**src/rtl/core/nas_pkg.sv**
```systemverilog
// ----------------------------------------------------------------------------
// nas_pkg: shared types and constants of the next-alarm selector
// Entry, query and scan token layouts, time constants and operation codes.
// ----------------------------------------------------------------------------
`default_nettype none

package nas_pkg;

  localparam int ENTRIES      = 8;
  localparam int IDX_W        = 4;
  localparam int MIN_PER_HOUR = 60;
  localparam int MIN_PER_DAY  = 1440;
  localparam int MIN_PER_WEEK = 10080;
  localparam int LAST_WEEKDAY = 6;
  localparam int BEST_INIT    = MIN_PER_WEEK + 1;

  localparam logic OP_WRITE = 1'b0;
  localparam logic OP_QUERY = 1'b1;

  localparam logic [1:0] KIND_HOURLY = 2'd0;
  localparam logic [1:0] KIND_DAILY  = 2'd1;

  typedef struct packed {
    logic       active;
    logic [1:0] kind;
    logic [4:0] hour;
    logic [5:0] minute;
    logic [2:0] weekday;
  } entry_t;

  // Current time, prepared once per query and broadcast to every cell
  typedef struct packed {
    logic [10:0] n;       // hour*60 + minute
    logic [5:0]  nmod;    // minute mod 60
    logic [13:0] n_week;  // n + weekday*1440
    logic [2:0]  wday;
  } query_t;

  // Running best, handed from cell to cell
  typedef struct packed {
    logic             found;
    logic [IDX_W-1:0] idx;
    logic [13:0]      best;
    logic             by_day;
    logic [4:0]       hour;
    logic [5:0]       minute;
    logic [2:0]       day_code;
  } token_t;

endpackage

`default_nettype wire

```
**src/rtl/core/nas_cell.sv**
```systemverilog
// ----------------------------------------------------------------------------
// nas_cell: one alarm slot of the scan chain
// Holds one entry, computes its wait for the passing query and replaces the
// running best when the wait is valid and strictly smaller.
// ----------------------------------------------------------------------------
`default_nettype none

module nas_cell (
  input  wire logic                     clk,
  input  wire logic                     rst_n,
  input  wire logic [nas_pkg::IDX_W-1:0] cell_idx,
  input  wire logic                     wr_en,
  input  wire nas_pkg::entry_t          wr_entry,
  input  wire nas_pkg::query_t          query,
  input  wire logic                     tok_vin,
  input  wire nas_pkg::token_t          tok_in,
  output logic                          tok_vout,
  output nas_pkg::token_t               tok_out
);
  import nas_pkg::*;

  logic        active_r;
  entry_t      ent_r;
  logic [10:0] a_r;
  logic [5:0]  amod_r;
  logic [13:0] abase_r;
  logic [2:0]  code_r;

  logic [10:0] a_wr;
  logic [5:0]  amod_wr;
  logic [13:0] abase_wr;
  logic [2:0]  code_wr;

  logic [14:0] a1;
  logic [14:0] x;
  logic [13:0] nref;
  logic [14:0] w;
  logic        w_ok;
  logic        hit;
  token_t      tok_nxt;

  // Time-of-entry terms are fixed per entry, so they are formed at write time
  always_comb begin
    a_wr     = 11'(wr_entry.hour) * 11'(MIN_PER_HOUR) + 11'(wr_entry.minute);
    amod_wr  = (wr_entry.minute >= 6'(MIN_PER_HOUR)) ?
               wr_entry.minute - 6'(MIN_PER_HOUR) : wr_entry.minute;
    abase_wr = 14'(a_wr) + 14'(wr_entry.weekday) * 14'(MIN_PER_DAY);
    if (!wr_entry.kind[1]) begin
      code_wr = 3'd0;
    end else if (wr_entry.weekday >= 3'(LAST_WEEKDAY)) begin
      code_wr = 3'd0;
    end else begin
      code_wr = wr_entry.weekday + 3'd1;
    end
  end

  always_ff @(posedge clk) begin
    if (!rst_n) begin
      active_r <= 1'b0;
    end else if (wr_en) begin
      active_r <= wr_entry.active;
    end
  end

  always_ff @(posedge clk) begin
    if (wr_en) begin
      ent_r   <= wr_entry;
      a_r     <= a_wr;
      amod_r  <= amod_wr;
      abase_r <= abase_wr;
      code_r  <= code_wr;
    end
  end

  // Wait is x - nref, valid when x > nref
  always_comb begin
    a1 = 15'd0;
    case (ent_r.kind)
      KIND_HOURLY: begin
        if (a_r > query.n) begin
          x    = 15'(a_r);
          nref = 14'(query.n);
        end else begin
          // next hourly hit depends only on the minutes mod 60
          x    = 15'(amod_r) + ((amod_r > query.nmod) ? 15'd0 : 15'(MIN_PER_HOUR));
          nref = 14'(query.nmod);
        end
      end
      KIND_DAILY: begin
        x    = 15'(a_r) + ((a_r > query.n) ? 15'd0 : 15'(MIN_PER_DAY));
        nref = 14'(query.n);
      end
      default: begin
        a1   = 15'(abase_r) +
               ((query.wday > ent_r.weekday) ? 15'(MIN_PER_WEEK) : 15'd0);
        x    = a1 + ((a1 > 15'(query.n_week)) ? 15'd0 : 15'(MIN_PER_WEEK));
        nref = query.n_week;
      end
    endcase
    w_ok = x > 15'(nref);
    w    = x - 15'(nref);
    hit  = tok_vin && active_r && w_ok && (w < 15'(tok_in.best));

    tok_nxt = tok_in;
    if (hit) begin
      tok_nxt.found    = 1'b1;
      tok_nxt.idx      = cell_idx;
      tok_nxt.best     = w[13:0];
      tok_nxt.by_day   = ent_r.kind[1];
      tok_nxt.hour     = ent_r.hour;
      tok_nxt.minute   = ent_r.minute;
      tok_nxt.day_code = code_r;
    end
  end

  always_ff @(posedge clk) begin
    if (!rst_n) begin
      tok_vout <= 1'b0;
    end else begin
      tok_vout <= tok_vin;
    end
  end

  always_ff @(posedge clk) begin
    tok_out <= tok_nxt;
  end

endmodule

`default_nettype wire

```
**src/rtl/core/next_alarm_selector.sv**
```systemverilog
// ----------------------------------------------------------------------------
// next_alarm_selector: nearest alarm search over a small alarm table
// A chain of slot cells; a query token walks the chain one cell per cycle.
// ----------------------------------------------------------------------------
// Usage:
//   An item is taken at a clock edge with start high and busy low.
//   in_opcode write: stores one entry in slot in_entry_index in that cycle;
//     no result, busy stays low, the next item may follow at once.
//   in_opcode query: the current time is latched and a token enters the
//     first cell; it moves one cell per cycle, through the ENTRIES cell
//     registers and then the result registers, and the result is on the
//     out_ ports, marked by out_strobe, for one cycle.
//     busy is high until the result is registered; a new item may be taken
//     in the cycle the result is shown. A query is never taken while
//     one is still in the cell chain.
//   Results cannot be held off: the receiver must take out_strobe as it
//   comes.
//   Reset (rst_n low, synchronous) marks every slot inactive and drops any
//   query in flight.
// ----------------------------------------------------------------------------
`default_nettype none

module next_alarm_selector (
  input  wire logic        clk,
  input  wire logic        rst_n,
  input  wire logic        start,
  output logic             busy,
  input  wire logic        in_opcode,
  input  wire logic [2:0]  in_entry_index,
  input  wire logic        in_entry_active,
  input  wire logic [1:0]  in_entry_kind,
  input  wire logic [4:0]  in_entry_hour,
  input  wire logic [5:0]  in_entry_minute,
  input  wire logic [2:0]  in_entry_weekday,
  input  wire logic [4:0]  in_now_hour,
  input  wire logic [5:0]  in_now_minute,
  input  wire logic [2:0]  in_now_weekday,
  output logic             out_strobe,
  output logic             out_found,
  output logic [3:0]       out_next_index,
  output logic [13:0]      out_minutes_until,
  output logic             out_match_by_day,
  output logic [4:0]       out_alarm_hour,
  output logic [5:0]       out_alarm_minute,
  output logic [2:0]       out_alarm_day_code
);
  import nas_pkg::*;

  logic         busy_r;
  logic         busy_nxt;
  logic         accept;
  logic         q_accept;
  logic         q_valid_r;
  query_t       query_r;
  query_t       query_nxt;
  entry_t       wr_entry;
  token_t       tok_init;
  logic [ENTRIES-1:0] tok_v;
  token_t       tok [ENTRIES];

  logic         strobe_r;
  logic         found_r;
  logic [3:0]   idx_r;
  logic [13:0]  minutes_r;
  logic         by_day_r;
  logic [4:0]   hour_r;
  logic [5:0]   minute_r;
  logic [2:0]   code_r;

  assign accept   = start && !busy_r;
  assign q_accept = accept && (in_opcode == OP_QUERY);

  assign wr_entry = '{active:  in_entry_active,
                      kind:    in_entry_kind,
                      hour:    in_entry_hour,
                      minute:  in_entry_minute,
                      weekday: in_entry_weekday};

  always_comb begin
    query_nxt.n      = 11'(in_now_hour) * 11'(MIN_PER_HOUR) + 11'(in_now_minute);
    query_nxt.nmod   = (in_now_minute >= 6'(MIN_PER_HOUR)) ?
                       in_now_minute - 6'(MIN_PER_HOUR) : in_now_minute;
    query_nxt.n_week = 14'(query_nxt.n) + 14'(in_now_weekday) * 14'(MIN_PER_DAY);
    query_nxt.wday   = in_now_weekday;
  end

  always_comb begin
    tok_init          = '0;
    tok_init.idx      = IDX_W'(ENTRIES);
    tok_init.best     = 14'(BEST_INIT);
  end

  always_comb begin
    busy_nxt = busy_r;
    if (q_accept) begin
      busy_nxt = 1'b1;
    end else if (tok_v[ENTRIES-1]) begin
      busy_nxt = 1'b0;
    end
  end

  always_ff @(posedge clk) begin
    if (!rst_n) begin
      busy_r    <= 1'b0;
      q_valid_r <= 1'b0;
      strobe_r  <= 1'b0;
    end else begin
      busy_r    <= busy_nxt;
      q_valid_r <= q_accept;
      strobe_r  <= tok_v[ENTRIES-1];
    end
  end

  always_ff @(posedge clk) begin
    if (q_accept) begin
      query_r <= query_nxt;
    end
  end

  genvar gi;
  generate
    for (gi = 0; gi < ENTRIES; gi++) begin : g_cell
      nas_cell u_cell (
        .clk      (clk),
        .rst_n    (rst_n),
        .cell_idx (IDX_W'(gi)),
        .wr_en    (accept && (in_opcode == OP_WRITE) &&
                   (IDX_W'(in_entry_index) == IDX_W'(gi))),
        .wr_entry (wr_entry),
        .query    (query_r),
        .tok_vin  ((gi == 0) ? q_valid_r : tok_v[(gi == 0) ? 0 : gi - 1]),
        .tok_in   ((gi == 0) ? tok_init : tok[(gi == 0) ? 0 : gi - 1]),
        .tok_vout (tok_v[gi]),
        .tok_out  (tok[gi])
      );
    end
  endgenerate

  always_ff @(posedge clk) begin
    if (tok_v[ENTRIES-1]) begin
      found_r   <= tok[ENTRIES-1].found;
      idx_r     <= tok[ENTRIES-1].idx;
      minutes_r <= tok[ENTRIES-1].found ? tok[ENTRIES-1].best : 14'd0;
      by_day_r  <= tok[ENTRIES-1].by_day;
      hour_r    <= tok[ENTRIES-1].hour;
      minute_r  <= tok[ENTRIES-1].minute;
      code_r    <= tok[ENTRIES-1].day_code;
    end
  end

  assign busy               = busy_r;
  assign out_strobe         = strobe_r;
  assign out_found          = found_r;
  assign out_next_index     = idx_r;
  assign out_minutes_until  = minutes_r;
  assign out_match_by_day   = by_day_r;
  assign out_alarm_hour     = hour_r;
  assign out_alarm_minute   = minute_r;
  assign out_alarm_day_code = code_r;

`ifndef ASSERT_OFF
  a_single_token: assert property (@(posedge clk) disable iff (!rst_n)
    $onehot0({q_valid_r, tok_v}))
    else $error("more than one query token in the chain");

  a_token_busy: assert property (@(posedge clk) disable iff (!rst_n)
    (q_valid_r || (tok_v != '0)) |-> busy_r)
    else $error("query in flight while not busy");

  a_latency: assert property (@(posedge clk) disable iff (!rst_n)
    q_accept |-> ##(ENTRIES + 2) strobe_r)
    else $error("query result missing at expected cycle");

  a_found_range: assert property (@(posedge clk) disable iff (!rst_n)
    (strobe_r && found_r) |-> ((minutes_r != 14'd0) &&
                               (minutes_r <= 14'(MIN_PER_WEEK))))
    else $error("selected wait out of range");

  a_none_index: assert property (@(posedge clk) disable iff (!rst_n)
    (strobe_r && !found_r) |-> ((idx_r == IDX_W'(ENTRIES)) && (minutes_r == 14'd0)))
    else $error("empty result not reported as none");
`endif

endmodule

`default_nettype wire
```
**config.mk**
```make
export PLATFORM = sky130hd
export DESIGN_NAME = next_alarm_selector
export DESIGN_NICKNAME = d
export VERILOG_FILES = /design/src/rtl/core/nas_pkg.sv /design/src/rtl/core/nas_cell.sv /design/src/rtl/core/next_alarm_selector.sv
export SDC_FILE = /design/constraint.sdc
export NUM_CORES = 2
export LEC_CHECK = 0
export BUFFER_PORTS_ARGS = -buffer_cell sky130_fd_sc_hd__buf_2
export CORE_AREA = 2 2 232 326
export DETAILED_ROUTE_END_ITERATION = 10
export DIE_AREA = 0 0 234 328
export PLACE_DENSITY_LB_ADDON = 0.12
export SYNTH_ARGS = -nofsm -noshare
export SYNTH_HDL_FRONTEND = slang
export SYNTH_SLANG_ARGS = --single-unit
```
**constraint.sdc**
```tcl
create_clock -name clk -period 23.3 [get_ports clk]
set_clock_uncertainty 0.05 [all_clocks]
set_input_delay 3.495 -clock clk [delete_from_list [all_inputs] [get_ports clk]]
set_output_delay 3.495 -clock clk [all_outputs]
set_load 0.05 [all_outputs]
```
==> summary.md <==
| Metric | Value |
|---|---|
| Status | complete, no violations |
| Die Ht | 328 um |
| Pre-antenna DRT Iters | 6 |
| Area of the multi-input gates | 26600 sq um |
| Worst path slowest cell | edfxtp_1 |
| Wirelength per Cell | 22.8 um |
| RR Startpoint | query_r[1]$_DFFE_PP_ |
| Met3 Resource Use GR | 0.0359 |
| Final GP Congestion | 0.970 |
| Critical register-to-register path endpoint | g_cell[5].u_cell.tok_out[13]$_DFF_P_ |
| Arrival @ worst endpoint | 10.35 ns |
| Setup violators final | 0 |
| Area delta synth->final | 9.48% |
| Final Hold Viols | 0 |
| Global router's overall resource usage | 0.329 |
| WHS Endpoint | out_alarm_day_code[2]$_DFFE_PP_ |
| Total global routing overflow | 0 |
| Fillers | 5785 |
| Die ar. | 76800 sq um |
| Core area | 73700 sq um |
| Largest net degree at the start of global routing | 43 |
| Crit Path Max Fanout | 33 |
| Nets | 5224 |
| Width of the die | 234 um |
| Max cap viols | 0 |
| Clk sinks | 673 |
| Total number of vias | 34038 |
| Slew Limit Fails | 0 |
| DRC | 0 |
| GR Util met1 | 0.360 |
| Mapped cell area | 45500 sq um |
| Antenna Nets Post-Route | 0 |
| Initial Util | 0.617 |
| Worst min-delay path category | flip-flop to flip-flop |
| Synth Net Count | 5107 |
| Part of the cycle the worst path needs | 0.423 |
| Worst hold margin | 0.352 ns |
| Hold-fix buffer count after cts | 0 |
| WS Path Type | flip-flop to flip-flop |
| DP Wirelength | 96.7 mm |
| Routed vias/inst | 6.20 |
| DP Area | 47300 sq um |
| Hold path start | g_cell[7].u_cell.tok_out[2]$_DFF_P_ |
| Async S/R FF share, synth | 0 |
| Post-CTS setup buffers | 0 |
| Clock buffer depth | 3 |
| CTS buffer count | 70 |
| F_max | 0.101 GHz |
| Initial DRC count | 2111 |
| Slew Limit Headroom | 0.0916 |
| R2R cell count | 46 |
| Register area | 17400 sq um |
| Crit start category | flip-flop |
| H-tree depth | 3 |
| Clock Tree Root | clkbuf_16 |
| Met2 usage | 0.587 |
| Post-synth EDFFs | 389 |
| TritonCTS clock tree | done |
| Reg-to-reg slack, setup | 13.43 ns |
| TNS Setup | 0 ns |
| WL final | 125 mm |
| IO Pins | 74 |
| Syn_area_per_cell | 10.4 sq um |
| Worst hold path depth | 0 |
| Global-route wire length before repair | 191 mm |
| Worst setup EP type | flip-flop |
| Worst IR drop on VDD | 0.106 mV |
| Rows | 118 |
| Yosys reg bits | 673 |
| Clock Latency Late Sink | 0.65 ns |
| Grt peak-use layer | met2 |
| Synth Warn # | 0 |
| Post-synthesis sequential area ratio | 0.382 |
| CP required | 23.79 ns |
| CTS resizes | 0 |
| Dpl cells | 5366 |
| Port bufs | 73 |
| Layout cells sized above 1 | 0.115 |
| Vias in the first global route | 34997 |
| Final Critical Period | 9.87 ns |
| Most used DFF post-synth | edfxtp_1 |
| Netlist cell types | 87 |
| Post-synthesis cell count | 4361 |
| CTS clk-pin slew, worst paths | 0.06 ns |
| Non-filler instance count after layout | 5492 |
| Measured slew at the worst slew-check pin | 1.35 ns |
| PwrDens | 98.3 nW/um^2 |
| Leakage power | 21.6 nW |
| Fin area | 49800 sq um |
| Final Util | 0.676 |
| Slowest cell delay on critical path | 0.54 ns |
| Initial antenna violation count | 3 |
| RSZ-0062 raised after global routing | no |
-- through the flow --
stage,power [W],setup slack [ns]
2_1_floorplan,0.00299,14.82
3_3_place_gp,0.00366,13.69
3_5_place_dp,0.00369,13.55
4_1_cts,0.00488,13.49
5_1_grt,0.00519,12.49
6_report,0.00489,13.43
-- report_power, final --
part           total (W)  switching [W]  internal [W]
combinational    0.00232        0.00143      0.000888
sequential       0.00139      0.0000269       0.00136
clock            0.00119       0.000502      0.000687
-- area by class of cell --
type	instances	share of cell area
well taps	960	0.0241
flip-flops and latches	673	0.349
repair buffers	131	0.0161
diodes	1	0.0000503
clock inverters	36	0.0109
inverters	346	0.0261
multi-input cells	3256	0.535
clock buffers	89	0.0387
-- sequential cells by signal (all words and copies together), names as in the netlist --
register and flops:
busy 1, g_cell.u_cell.a_r 53, g_cell.u_cell.abase_r 107, g_cell.u_cell.active_r 8, g_cell.u_cell.amod_r 32, g_cell.u_cell.code_r 24
g_cell.u_cell.ent_r 112, g_cell.u_cell.tok_out 265, g_cell.u_cell.tok_vout 8, out_alarm_day_code 3, out_alarm_hour 5, out_alarm_minute 6
out_found 1, out_match_by_day 1, out_minutes_until 14, out_next_index 4, out_strobe 1, q_valid_r 1
query_r 27
-- critical path, delay by kind of cell (launching register included) --
family,cells,cell delay [ns]
compound gates,16,2.86
mux,2,0.60
buf+inv,7,1.00
xor+xnor,2,0.44
simple gates,11,1.70
flops,1,0.54
fa+ha+maj,8,2.55
-- synth_stat cells (75+ instances only) --
cell type	number	area, sq um
dfxtp_1	284	5690
xor2_1	85	744
nor2b_1	92	576
mux2_2	198	2230
o21ai_0	181	906
nor2_1	203	762
a21oi_1	231	1160
nand3_1	109	546
xnor2_1	183	1600
clkbuf_1	75	282
inv_1	344	1290
nand2_1	235	882
nor3_1	86	430
edfxtp_1	389	11700
ha_1	656	8210
a21o_1	137	1030
-- per-layer routing --
layer	wire (um)	vias up
met3	6090	396
li1	-	16218
met2	62900	1022
met1	46400	16402
met5	0	-
met4	10000	0
-- layout by cell type, fill, tap and decap left out, drive strengths merged, types with 89 or more instances in the layout --
cell    synthesis  layout
nand2         235     235
ha            656     656
buf            11     131
clkbuf         75      89
a21oi         231     231
a21o          137     137
edfxtp        389     389
inv           344     345
nor2b          93      93
mux2          222     222
dfxtp         284     284
xnor2         183     183
o21ai         183     183
nand3         109     109
nor2          203     203
-- how the worst max path moves through the flow --
stage | start | end | slack [ns]
detailed placement | query_r[1]$_DFFE_PP_ | g_cell[5].u_cell.tok_out[5]$_DFF_P_ | 13.55
global placement | query_r[1]$_DFFE_PP_ | g_cell[4].u_cell.tok_out[11]$_DFF_P_ | 13.69
global route | query_r[1]$_DFFE_PP_ | g_cell[5].u_cell.tok_out[4]$_DFF_P_ | 12.49
finish | query_r[1]$_DFFE_PP_ | g_cell[5].u_cell.tok_out[13]$_DFF_P_ | 13.43
floorplan | query_r[1]$_DFFE_PP_ | g_cell[5].u_cell.tok_out[24]$_DFF_P_ | 14.82
CTS | query_r[1]$_DFFE_PP_ | g_cell[5].u_cell.tok_out[4]$_DFF_P_ | 13.49
-- logic make-up (layout without fill, tap and decap cells) --
group / count (synthesis) / after routing / share of synthesized area
other: 0 / 1 / 0
AND/OR/NAND/NOR: 986 / 986 / 0.109
adder cells (fa/ha/maj): 708 / 708 / 0.203
multiplexers: 292 / 292 / 0.0720
buffers and inverters: 432 / 602 / 0.0363
flip-flops: 673 / 673 / 0.382
AO/OA/AOI/OAI: 1001 / 1001 / 0.145
XOR/XNOR: 269 / 269 / 0.0520
Note: power is estimated with default switching activity, not from simulation.
